===== src/design/ncp_pkg.sv =====
`timescale 1ns / 1ps
// ----------------------------------------------------------------------------
// ncp_pkg: shared types and constants of the notify coalescing policy
// register map, reset values, mode codes and payload widths
// ----------------------------------------------------------------------------
package ncp_pkg;

  // statistic counter width default
  localparam int unsigned STAT_WIDTH_DEF = 32;

  // payload widths
  localparam int unsigned SIZE_W    = 16;
  localparam int unsigned PEND_W    = 16;
  localparam int unsigned TIME_W    = 32;
  localparam int unsigned BYTE_W    = 48;
  localparam int unsigned FIELD_W   = 32;
  localparam int unsigned IN_DATA_W = 16;
  // notify, by_timer, pending, packets, bytes, calls, batch, immediate = 194, padded
  localparam int unsigned OUT_DATA_W = 200;

  // configuration port
  localparam int unsigned CFG_ADDR_W = 5;
  localparam int unsigned CFG_DATA_W = 32;

  typedef enum logic [2:0] {
    REG_NOTIFY_MODE      = 3'd0,
    REG_PACKET_THRESHOLD = 3'd1,
    REG_TIME_THRESHOLD   = 3'd2,
    REG_LARGE_SIZE       = 3'd3,
    REG_SMALL_SIZE       = 3'd4,
    REG_BYPASS           = 3'd5
  } reg_idx_t;

  typedef enum logic [1:0] {
    MODE_IMMEDIATE = 2'd0,
    MODE_COUNT     = 2'd1,
    MODE_TIME      = 2'd2,
    MODE_ADAPTIVE  = 2'd3
  } mode_t;

  // input kind carried on tuser
  localparam logic OP_PACKET = 1'b0;
  localparam logic OP_TICK   = 1'b1;

  // register reset values
  localparam logic [15:0] PACKET_THRESHOLD_RST = 16'd16;
  localparam logic [15:0] TIME_THRESHOLD_RST   = 16'd100;
  localparam logic [15:0] LARGE_SIZE_RST       = 16'd1024;
  localparam logic [15:0] SMALL_SIZE_RST       = 16'd128;

  localparam logic [PEND_W-1:0] PENDING_MAX = '1;

endpackage


===== src/design/notify_coalescing_policy_top.sv =====
`timescale 1ns / 1ps
// ----------------------------------------------------------------------------
// notify_coalescing_policy_top: notification coalescing decision engine
// decides per packet or tick whether the sender notifies its peer
// ----------------------------------------------------------------------------
// usage
//   in_*  : one item per handshake; in_tuser is the kind (0 packet sent,
//           1 time tick), in_tdata carries the packet size in bytes
//   out_* : one result item per input item, in order; out_tdata packs
//           notify, by_timer, pending count and the statistic totals
//   cfg_* : register port, regs at byte address 4*i: mode, packet
//           threshold, time threshold, large size, small size, bypass;
//           write only while the block is idle
// timing
//   the decision and all state updates happen at the accepting edge, and the
//   result is loaded into the output register at that same edge
//   throughput is one item per cycle unless stalled, set by the single
//   state update path (elapsed-time subtract, compare, counter increments)
// reset
//   rst_n low clears all counters, the timer and the output valid, and
//   loads the register reset values
// back pressure
//   while out_tready is low with a result held, in_tready drops; it rises
//   in the same cycle the held result is taken
// ----------------------------------------------------------------------------
module notify_coalescing_policy_top
  import ncp_pkg::*;
#(
  parameter int unsigned STAT_WIDTH = STAT_WIDTH_DEF
) (
  input  logic                  clk,
  input  logic                  rst_n,
  // input items
  input  logic                  in_tvalid,
  output logic                  in_tready,
  input  logic [IN_DATA_W-1:0]  in_tdata,   // [15:0] packet_size
  input  logic                  in_tuser,   // [0] op
  // result items
  output logic                  out_tvalid,
  input  logic                  out_tready,
  // [0] notify, [1] by_timer, [17:2] pending_count, [49:18] packet_total,
  // [97:50] byte_total, [129:98] call_total, [161:130] batch_notify_total,
  // [193:162] immediate_notify_total, [199:194] zero
  output logic [OUT_DATA_W-1:0] out_tdata,
  // configuration
  input  logic                  cfg_psel,
  input  logic                  cfg_penable,
  input  logic                  cfg_pwrite,
  input  logic [CFG_ADDR_W-1:0] cfg_paddr,
  input  logic [CFG_DATA_W-1:0] cfg_pwdata,
  output logic [CFG_DATA_W-1:0] cfg_prdata,
  output logic                  cfg_pready
);

  // --------------------------------------------------------------------------
  // configuration registers
  // --------------------------------------------------------------------------
  logic [1:0]  notify_mode_r;
  logic [15:0] packet_threshold_r;
  logic [15:0] time_threshold_r;
  logic [15:0] large_size_r;
  logic [15:0] small_size_r;
  logic        bypass_r;

  logic     cfg_wr;
  reg_idx_t cfg_idx;

  assign cfg_pready = 1'b1;
  assign cfg_wr     = cfg_psel && cfg_penable && cfg_pwrite && cfg_pready;
  assign cfg_idx    = reg_idx_t'(cfg_paddr[CFG_ADDR_W-1:2]);

  always_ff @(posedge clk) begin
    if (!rst_n) begin
      notify_mode_r      <= MODE_IMMEDIATE;
      packet_threshold_r <= PACKET_THRESHOLD_RST;
      time_threshold_r   <= TIME_THRESHOLD_RST;
      large_size_r       <= LARGE_SIZE_RST;
      small_size_r       <= SMALL_SIZE_RST;
      bypass_r           <= 1'b0;
    end else if (cfg_wr) begin
      case (cfg_idx)
        REG_NOTIFY_MODE:      notify_mode_r      <= cfg_pwdata[1:0];
        REG_PACKET_THRESHOLD: packet_threshold_r <= cfg_pwdata[15:0];
        REG_TIME_THRESHOLD:   time_threshold_r   <= cfg_pwdata[15:0];
        REG_LARGE_SIZE:       large_size_r       <= cfg_pwdata[15:0];
        REG_SMALL_SIZE:       small_size_r       <= cfg_pwdata[15:0];
        REG_BYPASS:           bypass_r           <= cfg_pwdata[0];
        default: ;  // unmapped addresses are ignored
      endcase
    end
  end

  // register readback
  always_comb begin
    cfg_prdata = '0;
    case (cfg_idx)
      REG_NOTIFY_MODE:      cfg_prdata[1:0]  = notify_mode_r;
      REG_PACKET_THRESHOLD: cfg_prdata[15:0] = packet_threshold_r;
      REG_TIME_THRESHOLD:   cfg_prdata[15:0] = time_threshold_r;
      REG_LARGE_SIZE:       cfg_prdata[15:0] = large_size_r;
      REG_SMALL_SIZE:       cfg_prdata[15:0] = small_size_r;
      REG_BYPASS:           cfg_prdata[0]    = bypass_r;
      default:              cfg_prdata       = '0;
    endcase
  end

  // --------------------------------------------------------------------------
  // policy state
  // --------------------------------------------------------------------------
  logic [TIME_W-1:0]     time_now_r,    time_now_nxt;
  logic [TIME_W-1:0]     last_notify_r, last_notify_nxt;
  logic [PEND_W-1:0]     pending_r,     pending_nxt;
  logic                  timer_armed_r, timer_armed_nxt;
  logic [15:0]           timer_rem_r,   timer_rem_nxt;
  logic [STAT_WIDTH-1:0] packets_r,     packets_nxt;
  logic [BYTE_W-1:0]     bytes_r,       bytes_nxt;
  logic [STAT_WIDTH-1:0] calls_r,       calls_nxt;
  logic [STAT_WIDTH-1:0] batch_r,       batch_nxt;
  logic [STAT_WIDTH-1:0] immed_r,       immed_nxt;

  logic              in_accept;
  logic              notify_nxt;
  logic              by_timer_nxt;
  logic [15:0]       size;
  logic [PEND_W-1:0] pend_inc;
  logic [TIME_W-1:0] elapsed;
  logic              fire;
  mode_t             mode;

  assign in_accept = in_tvalid && in_tready;
  assign size      = in_tdata[SIZE_W-1:0];
  assign mode      = mode_t'(notify_mode_r);
  assign pend_inc  = (pending_r == PENDING_MAX) ? pending_r : pending_r + 1'b1;
  assign elapsed   = time_now_r - last_notify_r;

  // per-mode notify decision for a packet
  always_comb begin
    case (mode)
      MODE_IMMEDIATE: fire = 1'b1;
      MODE_COUNT:     fire = (pend_inc >= packet_threshold_r);
      MODE_TIME:      fire = (elapsed >= {16'd0, time_threshold_r});
      MODE_ADAPTIVE:  fire = (size >= large_size_r) || (size < small_size_r) ||
                             (pend_inc >= packet_threshold_r) ||
                             (elapsed >= {16'd0, time_threshold_r});
      default:        fire = 1'b1;
    endcase
  end

  always_comb begin
    time_now_nxt    = time_now_r;
    last_notify_nxt = last_notify_r;
    pending_nxt     = pending_r;
    timer_armed_nxt = timer_armed_r;
    timer_rem_nxt   = timer_rem_r;
    packets_nxt     = packets_r;
    bytes_nxt       = bytes_r;
    calls_nxt       = calls_r;
    batch_nxt       = batch_r;
    immed_nxt       = immed_r;
    notify_nxt      = 1'b0;
    by_timer_nxt    = 1'b0;

    if (in_tuser == OP_TICK) begin
      time_now_nxt = time_now_r + 1'b1;
      if (timer_armed_r) begin
        if (timer_rem_r <= 16'd1) begin
          // one-shot timer expires
          timer_rem_nxt   = '0;
          timer_armed_nxt = 1'b0;
          if (pending_r != '0) begin
            pending_nxt     = '0;
            last_notify_nxt = time_now_nxt;
            batch_nxt       = batch_r + 1'b1;
            notify_nxt      = 1'b1;
            by_timer_nxt    = 1'b1;
          end
        end else begin
          timer_rem_nxt = timer_rem_r - 1'b1;
        end
      end
    end else if (bypass_r) begin
      // bypass notifies and leaves all state alone
      notify_nxt = 1'b1;
    end else begin
      pending_nxt = pend_inc;
      packets_nxt = packets_r + 1'b1;
      bytes_nxt   = bytes_r + {{(BYTE_W-SIZE_W){1'b0}}, size};
      calls_nxt   = calls_r + 1'b1;
      // first pending packet arms the batch timer in time-based modes
      if (!fire && notify_mode_r[1] && (pend_inc == 16'd1) && !timer_armed_r) begin
        timer_armed_nxt = 1'b1;
        timer_rem_nxt   = time_threshold_r;
      end
      if (fire) begin
        notify_nxt      = 1'b1;
        pending_nxt     = '0;
        last_notify_nxt = time_now_r;
        timer_armed_nxt = 1'b0;
        timer_rem_nxt   = '0;
        if (mode == MODE_IMMEDIATE) begin
          immed_nxt = immed_r + 1'b1;
        end else begin
          batch_nxt = batch_r + 1'b1;
        end
      end
    end
  end

  always_ff @(posedge clk) begin
    if (!rst_n) begin
      time_now_r    <= '0;
      last_notify_r <= '0;
      pending_r     <= '0;
      timer_armed_r <= 1'b0;
      timer_rem_r   <= '0;
      packets_r     <= '0;
      bytes_r       <= '0;
      calls_r       <= '0;
      batch_r       <= '0;
      immed_r       <= '0;
    end else if (in_accept) begin
      time_now_r    <= time_now_nxt;
      last_notify_r <= last_notify_nxt;
      pending_r     <= pending_nxt;
      timer_armed_r <= timer_armed_nxt;
      timer_rem_r   <= timer_rem_nxt;
      packets_r     <= packets_nxt;
      bytes_r       <= bytes_nxt;
      calls_r       <= calls_nxt;
      batch_r       <= batch_nxt;
      immed_r       <= immed_nxt;
    end
  end

  // --------------------------------------------------------------------------
  // statistic counters shown at 32 bits
  // --------------------------------------------------------------------------
  logic [FIELD_W-1:0] packets_f, calls_f, batch_f, immed_f;

  generate
    if (STAT_WIDTH >= FIELD_W) begin : g_stat_trunc
      assign packets_f = packets_nxt[FIELD_W-1:0];
      assign calls_f   = calls_nxt[FIELD_W-1:0];
      assign batch_f   = batch_nxt[FIELD_W-1:0];
      assign immed_f   = immed_nxt[FIELD_W-1:0];
    end else begin : g_stat_ext
      assign packets_f = {{(FIELD_W-STAT_WIDTH){1'b0}}, packets_nxt};
      assign calls_f   = {{(FIELD_W-STAT_WIDTH){1'b0}}, calls_nxt};
      assign batch_f   = {{(FIELD_W-STAT_WIDTH){1'b0}}, batch_nxt};
      assign immed_f   = {{(FIELD_W-STAT_WIDTH){1'b0}}, immed_nxt};
    end
  endgenerate

  // --------------------------------------------------------------------------
  // result register
  // --------------------------------------------------------------------------
  logic                  out_tvalid_r;
  logic [OUT_DATA_W-1:0] out_tdata_r;

  assign in_tready  = !out_tvalid_r || out_tready;
  assign out_tvalid = out_tvalid_r;
  assign out_tdata  = out_tdata_r;

  always_ff @(posedge clk) begin
    if (!rst_n) begin
      out_tvalid_r <= 1'b0;
    end else if (in_accept) begin
      out_tvalid_r <= 1'b1;
    end else if (out_tready) begin
      out_tvalid_r <= 1'b0;
    end
  end

  always_ff @(posedge clk) begin
    if (in_accept) begin
      out_tdata_r <= {6'd0, immed_f, batch_f, calls_f, bytes_nxt, packets_f,
                      pending_nxt, by_timer_nxt, notify_nxt};
    end
  end

`ifndef NO_ASSERTIONS
  // an armed timer always has packets waiting behind it
  a_armed_pending: assert property (@(posedge clk) disable iff (!rst_n)
    timer_armed_r |-> (pending_r != '0))
    else $error("batch timer armed with no pending packets");

  // a timer notification always clears the pending count
  a_timer_clears: assert property (@(posedge clk) disable iff (!rst_n)
    (out_tvalid && out_tdata[1]) |-> (out_tdata[0] && (out_tdata[17:2] == '0)))
    else $error("timer notification left packets pending");

  // each accepted tick advances time by one
  a_tick_time: assert property (@(posedge clk) disable iff (!rst_n)
    (in_accept && (in_tuser == OP_TICK)) |=> (time_now_r == $past(time_now_r) + 1'b1))
    else $error("tick did not advance time");
`endif

endmodule


===== config.mk =====
export PLATFORM = sky130hd
export DESIGN_NAME = notify_coalescing_policy_top
export DESIGN_NICKNAME = d
export VERILOG_FILES = /design/src/design/ncp_pkg.sv /design/src/design/notify_coalescing_policy_top.sv
export SDC_FILE = /design/constraint.sdc
export NUM_CORES = 1
export LEC_CHECK = 0
export BUFFER_PORTS_ARGS = -buffer_cell sky130_fd_sc_hd__clkbuf_2
export CELL_PAD_IN_SITES_DETAIL_PLACEMENT = 0
export CELL_PAD_IN_SITES_GLOBAL_PLACEMENT = 1
export CORE_AREA = 2 2 195 340
export DETAILED_ROUTE_END_ITERATION = 16
export DIE_AREA = 0 0 197 342
export PLACE_DENSITY_LB_ADDON = 0.1
export SLEW_MARGIN = 20
export SYNTH_ARGS = -nofsm -noshare
export SYNTH_HDL_FRONTEND = slang
export SYNTH_SLANG_ARGS = --single-unit

===== constraint.sdc =====
create_clock -name clk -period 9.9 [get_ports clk]
set_input_delay 0.99 -clock clk [delete_from_list [all_inputs] [get_ports clk]]
set_output_delay 0.99 -clock clk [all_outputs]
set_load 0.02 [all_outputs]

==> run_results.csv <==
group,metric,value,unit
run_status,outcome,"complete, no violations",
clocking,post_cts_buffers,0,
global_routing,grt_start_max_net_pins,185,
routing,drt_pass1_iterations,8,
clocking,cts_made_buffers,53,
power,power.density,153,nW/um2
yosys,avgSynthCellArea,8.68,um2
global_routing,grt_antenna_before_repair,0,
worst_setup_path,critPathBufInv,1,
floorplanning,die_h,342,um
finish,final_design_area_no_fill,32900,um2
timing,fin_crit_sh,70.4,%
worst_setup_path,crit_path_start_kind,"flop",
worst_setup_path,endpoint_kind,"flop",
power,leakage,12.6,nW
timing,fin_setup_tns,0,ns
worst_setup_path,cpMaxStageDelayCell,"and3_1",
routing,vias,24784,
yosys,synthAdderAreaFrac,5.19,%
yosys,synth-compound-area-share,13.3,%
place,dpl_cell_area,31200,um2
floorplanning,die_x,197,um
yosys,yosysTopAreaCell,"dfxtp_1",
yosys,synth_edf_count,194,
worst_setup_path,worstPathRequired,10.36,ns
finish,syn_to_final_growth,11.7,%
clocking,clock_path_buffers,3,
yosys,synth.yosys.warnings,0,
worst_setup_path,cp_slowest_stage_delay,0.90,ns
timing,slew_headroom,14.7,%
yosys,synthTopCellsByArea,"dfxtp_1 23%, edfxtp_1 20%, nand2_1 5.9%, xnor2_1 5.4%, ha_1 5.1%",
routing,via_per_inst,5.62,
routing,ant_nets,0,
routing,drt_iter0_drc,1379,
floorplanning,start_util,45.5,%
yosys,synthXorXnorAreaFrac,10.1,%
clocking,clkTransAtPathRegs,0.06,ns
power,ir_drop,0.000135,V
floorplanning,io_pins,296,
timing,worst_slew_pin_slew,1.28,ns
worst_setup_path,crit_type,"reg -> reg",
clocking,cts_hold_buf,0,
yosys,synth-simple-area-share,22.2,%
min_path,hp-class,"reg -> reg",
floorplanning,die_area,67400,um2
place,port_buffers,254,
routing,drc,0,
clocking,cts_tree,"built",
routing,finalWirelength,92000,um
global_routing,track_usage,26.9,%
global_routing,grt_pass1_vias,24086,
yosys,synth_top_area_share,23.2,%
timing,hold_slack,0.457,ns
finish,nNetsFinal,3726,
floorplanning,std_cell_rows,124,
timing,worst_clock_skew,0.0113,ns
yosys,ys_ff_latch,535,
timing,fin_crit,6.97,ns
job,drv_cap,0,
worst_setup_path,timing.rr.start,"time_now_r[0]",
timing,hold_violations,0,
timing,drv_slew,0,
timing,finalSetupViolCount,0,
worst_setup_path,arrival,7.43,ns
finish,antenna_cells,0,
floorplanning,coreArea,64900,um2
routing,avgRoutedWirePerCell,20.9,um
place,hpwl,69000,um
global_routing,grt_pass1_wl,139000,um
worst_setup_path,critPathMaxFanout,24,
yosys,synth-async-reset-ratio,0,%
min_path,hp-start,"packet_threshold_r[15]",
clocking,htreeDepth,2,
yosys,synthFlopType,"dfxtp_1",
worst_setup_path,cp_top_family,"compound AO/OA/AOI/OAI gates",
clocking,clock_latency,0.62,ns
global_routing,gr-total-overflow,0,
timing,rsz0062_at_grt,"false",
yosys,netlist_area,29500,um2
yosys,synthCells,3395,
clocking,cts.sinks,535,
place,place_congestion,1.01,
clocking,cts_root_buf,"clkbuf_16",
yosys,yosysUniqueCellTypes,81,
clocking,cts.repair.resized,0,
worst_setup_path,crit_start,"time_now_r[0]",
worst_setup_path,path_cells,"inv_1 > ha_1 > fa_1 > nand2b_1 > a21oi_1 > o21ai_1 > nand2_1 > xor2_1 > ha_1 > o2111a_1 > and2_1 > a222oi_1 > nand4b_1 > or4_4 > a2111oi_4 > nand4_2 > o41ai_4 > and3_1 > a21oi_1 > o21ai_0",
yosys,synthMuxAreaShare,1.35,%
finish,post-route-util,50.8,%
yosys,yosysSeqAreaShare,42.9,%
timing,max_freq,0.143,GHz
finish,drive_gt1_share,11.3,%
yosys,synth_top_family_by_area,"simple AND/OR/NAND/NOR gates",
[flip-flops by register name, indices dropped and copies added, names as in the netlist]
register	cells
bypass_r	1
packets_r	32
time_now_r	32
pending_r	16
out_tvalid	1
timer_armed_r	1
out_tdata	194
mode	2
small_size_r	16
batch_r	32
large_size_r	16
time_threshold_r	16
timer_rem_r	16
immed_r	32
calls_r	32
last_notify_r	32
packet_threshold_r	16
bytes_r	48
[layout by cell type (no fill, tap or decap), types with 23 or more instances in the layout]
master / Yosys / layout
nand3_1: 140 / 140
xnor2_1: 181 / 181
nor2_1: 311 / 309
a21oi_1: 220 / 219
mux2i_1: 33 / 33
conb_1: 2 / 23
a21o_1: 29 / 29
inv_1: 149 / 147
nor3_1: 80 / 80
and2_1: 37 / 37
a211oi_1: 55 / 55
nand4_1: 69 / 69
o21ai_0: 154 / 154
or3_1: 52 / 52
nand2b_1: 38 / 38
xor2_1: 159 / 159
ha_1: 119 / 119
nand2_1: 466 / 465
clkbuf_16: 0 / 55
clkbuf_2: 0 / 253
and3_1: 72 / 72
nor4_1: 30 / 30
dfxtp_1: 341 / 341
edfxtp_1: 194 / 194
[cell usage after synthesis, types with 10 or more instances]
| cell | number |
|---|---|
| o31ai_1 | 10 |
| nand2_1 | 466 |
| and4_1 | 12 |
| buf_1 | 18 |
| o21ai_0 | 154 |
| inv_1 | 149 |
| buf_2 | 15 |
| a21o_1 | 29 |
| or2_2 | 12 |
| mux2i_1 | 33 |
| edfxtp_1 | 194 |
| a211oi_1 | 55 |
| xor2_1 | 159 |
| or4_1 | 22 |
| nand3_1 | 140 |
| nand4_1 | 69 |
| nor3_1 | 80 |
| o21a_1 | 17 |
| or3_1 | 52 |
| buf_4 | 25 |
| and3_1 | 72 |
| nand2b_1 | 38 |
| nor4_1 | 30 |
| xnor2_1 | 181 |
| and2_1 | 37 |
| nor3b_1 | 10 |
| a22oi_1 | 15 |
| a21oi_1 | 220 |
| nor2_1 | 311 |
| o211ai_1 | 22 |
| ha_1 | 119 |
| a31o_2 | 10 |
| dfxtp_1 | 341 |
| clkbuf_1 | 142 |
| nor2b_1 | 13 |
[cell type report]
class                   instances  area (um2)
inverters                     151         582
fillers                      6261       31900
well taps                     819        1020
flip-flops and latches        535       12700
clock inverters                19         194
multi-input cells            2528       15500
clock buffers                  80        1550
repair buffers                275        1440
[metal layers]
layer / wire length (um) / vias up / global-route usage (%)
li1: - / 12128 / -
met1: 33200 / 11754 / 27.7
met2: 47900 / 671 / 50.2
met3: 3880 / 231 / 3.34
met4: 7030 / 0 / 18.3
met5: 0 / - / 0
[where the power goes]
group	switching, mW	internal, mW	leakage, nW	total (mW)
clock	0.888	1.16	0.854	2.05
combinational	0.421	0.182	7.08	0.603
sequential	0.0395	2.35	4.69	2.39
total	1.35	3.69	12.6	5.04
[final timing paths]
check        depth (start not counted)  slack [ns]                     end
max                                 20        2.93            out_tdata[6]
max reg2reg                         20        2.93            out_tdata[6]
min                                  2        0.46  packet_threshold_r[15]
min reg2reg                          2        0.46  packet_threshold_r[15]
[metrics by stage]
stage	std cells	total power, mW	worst slack (ns)
floorplan	3416	2.84	1.68
CTS	4407	5.11	3.02
finish	4407	5.04	2.93
detailed placement	4308	3.04	3.06
global route	4407	5.23	2.52
global placement	4308	3.03	3.09
[logic make-up (layout without fill, tap and decap cells)]
| logic type | Yosys count | after routing |
|---|---|---|
| AND/OR/NAND/NOR | 1381 | 1381 |
| AO/OA/AOI/OAI | 625 | 625 |
| flip-flops | 535 | 535 |
| buffers and inverters | 353 | 525 |
| XOR/XNOR | 340 | 340 |
| adder cells (fa/ha/maj) | 121 | 121 |
| multiplexers | 38 | 38 |
| other | 2 | 23 |
[worst reg2reg max path: stages, from the launching register on]
cell	delay (ns)
dfxtp_1	0.51
inv_1	0.17
ha_1	0.29
fa_1	0.41
nand2b_1	0.19
a21oi_1	0.28
o21ai_1	0.27
nand2_1	0.18
xor2_1	0.17
ha_1	0.26
o2111a_1	0.26
and2_1	0.17
a222oi_1	0.36
nand4b_1	0.16
or4_4	0.54
a2111oi_4	0.28
nand4_2	0.26
o41ai_4	0.82
and3_1	0.90
a21oi_1	0.15
o21ai_0	0.19
(Power assumes the default switching activity.)
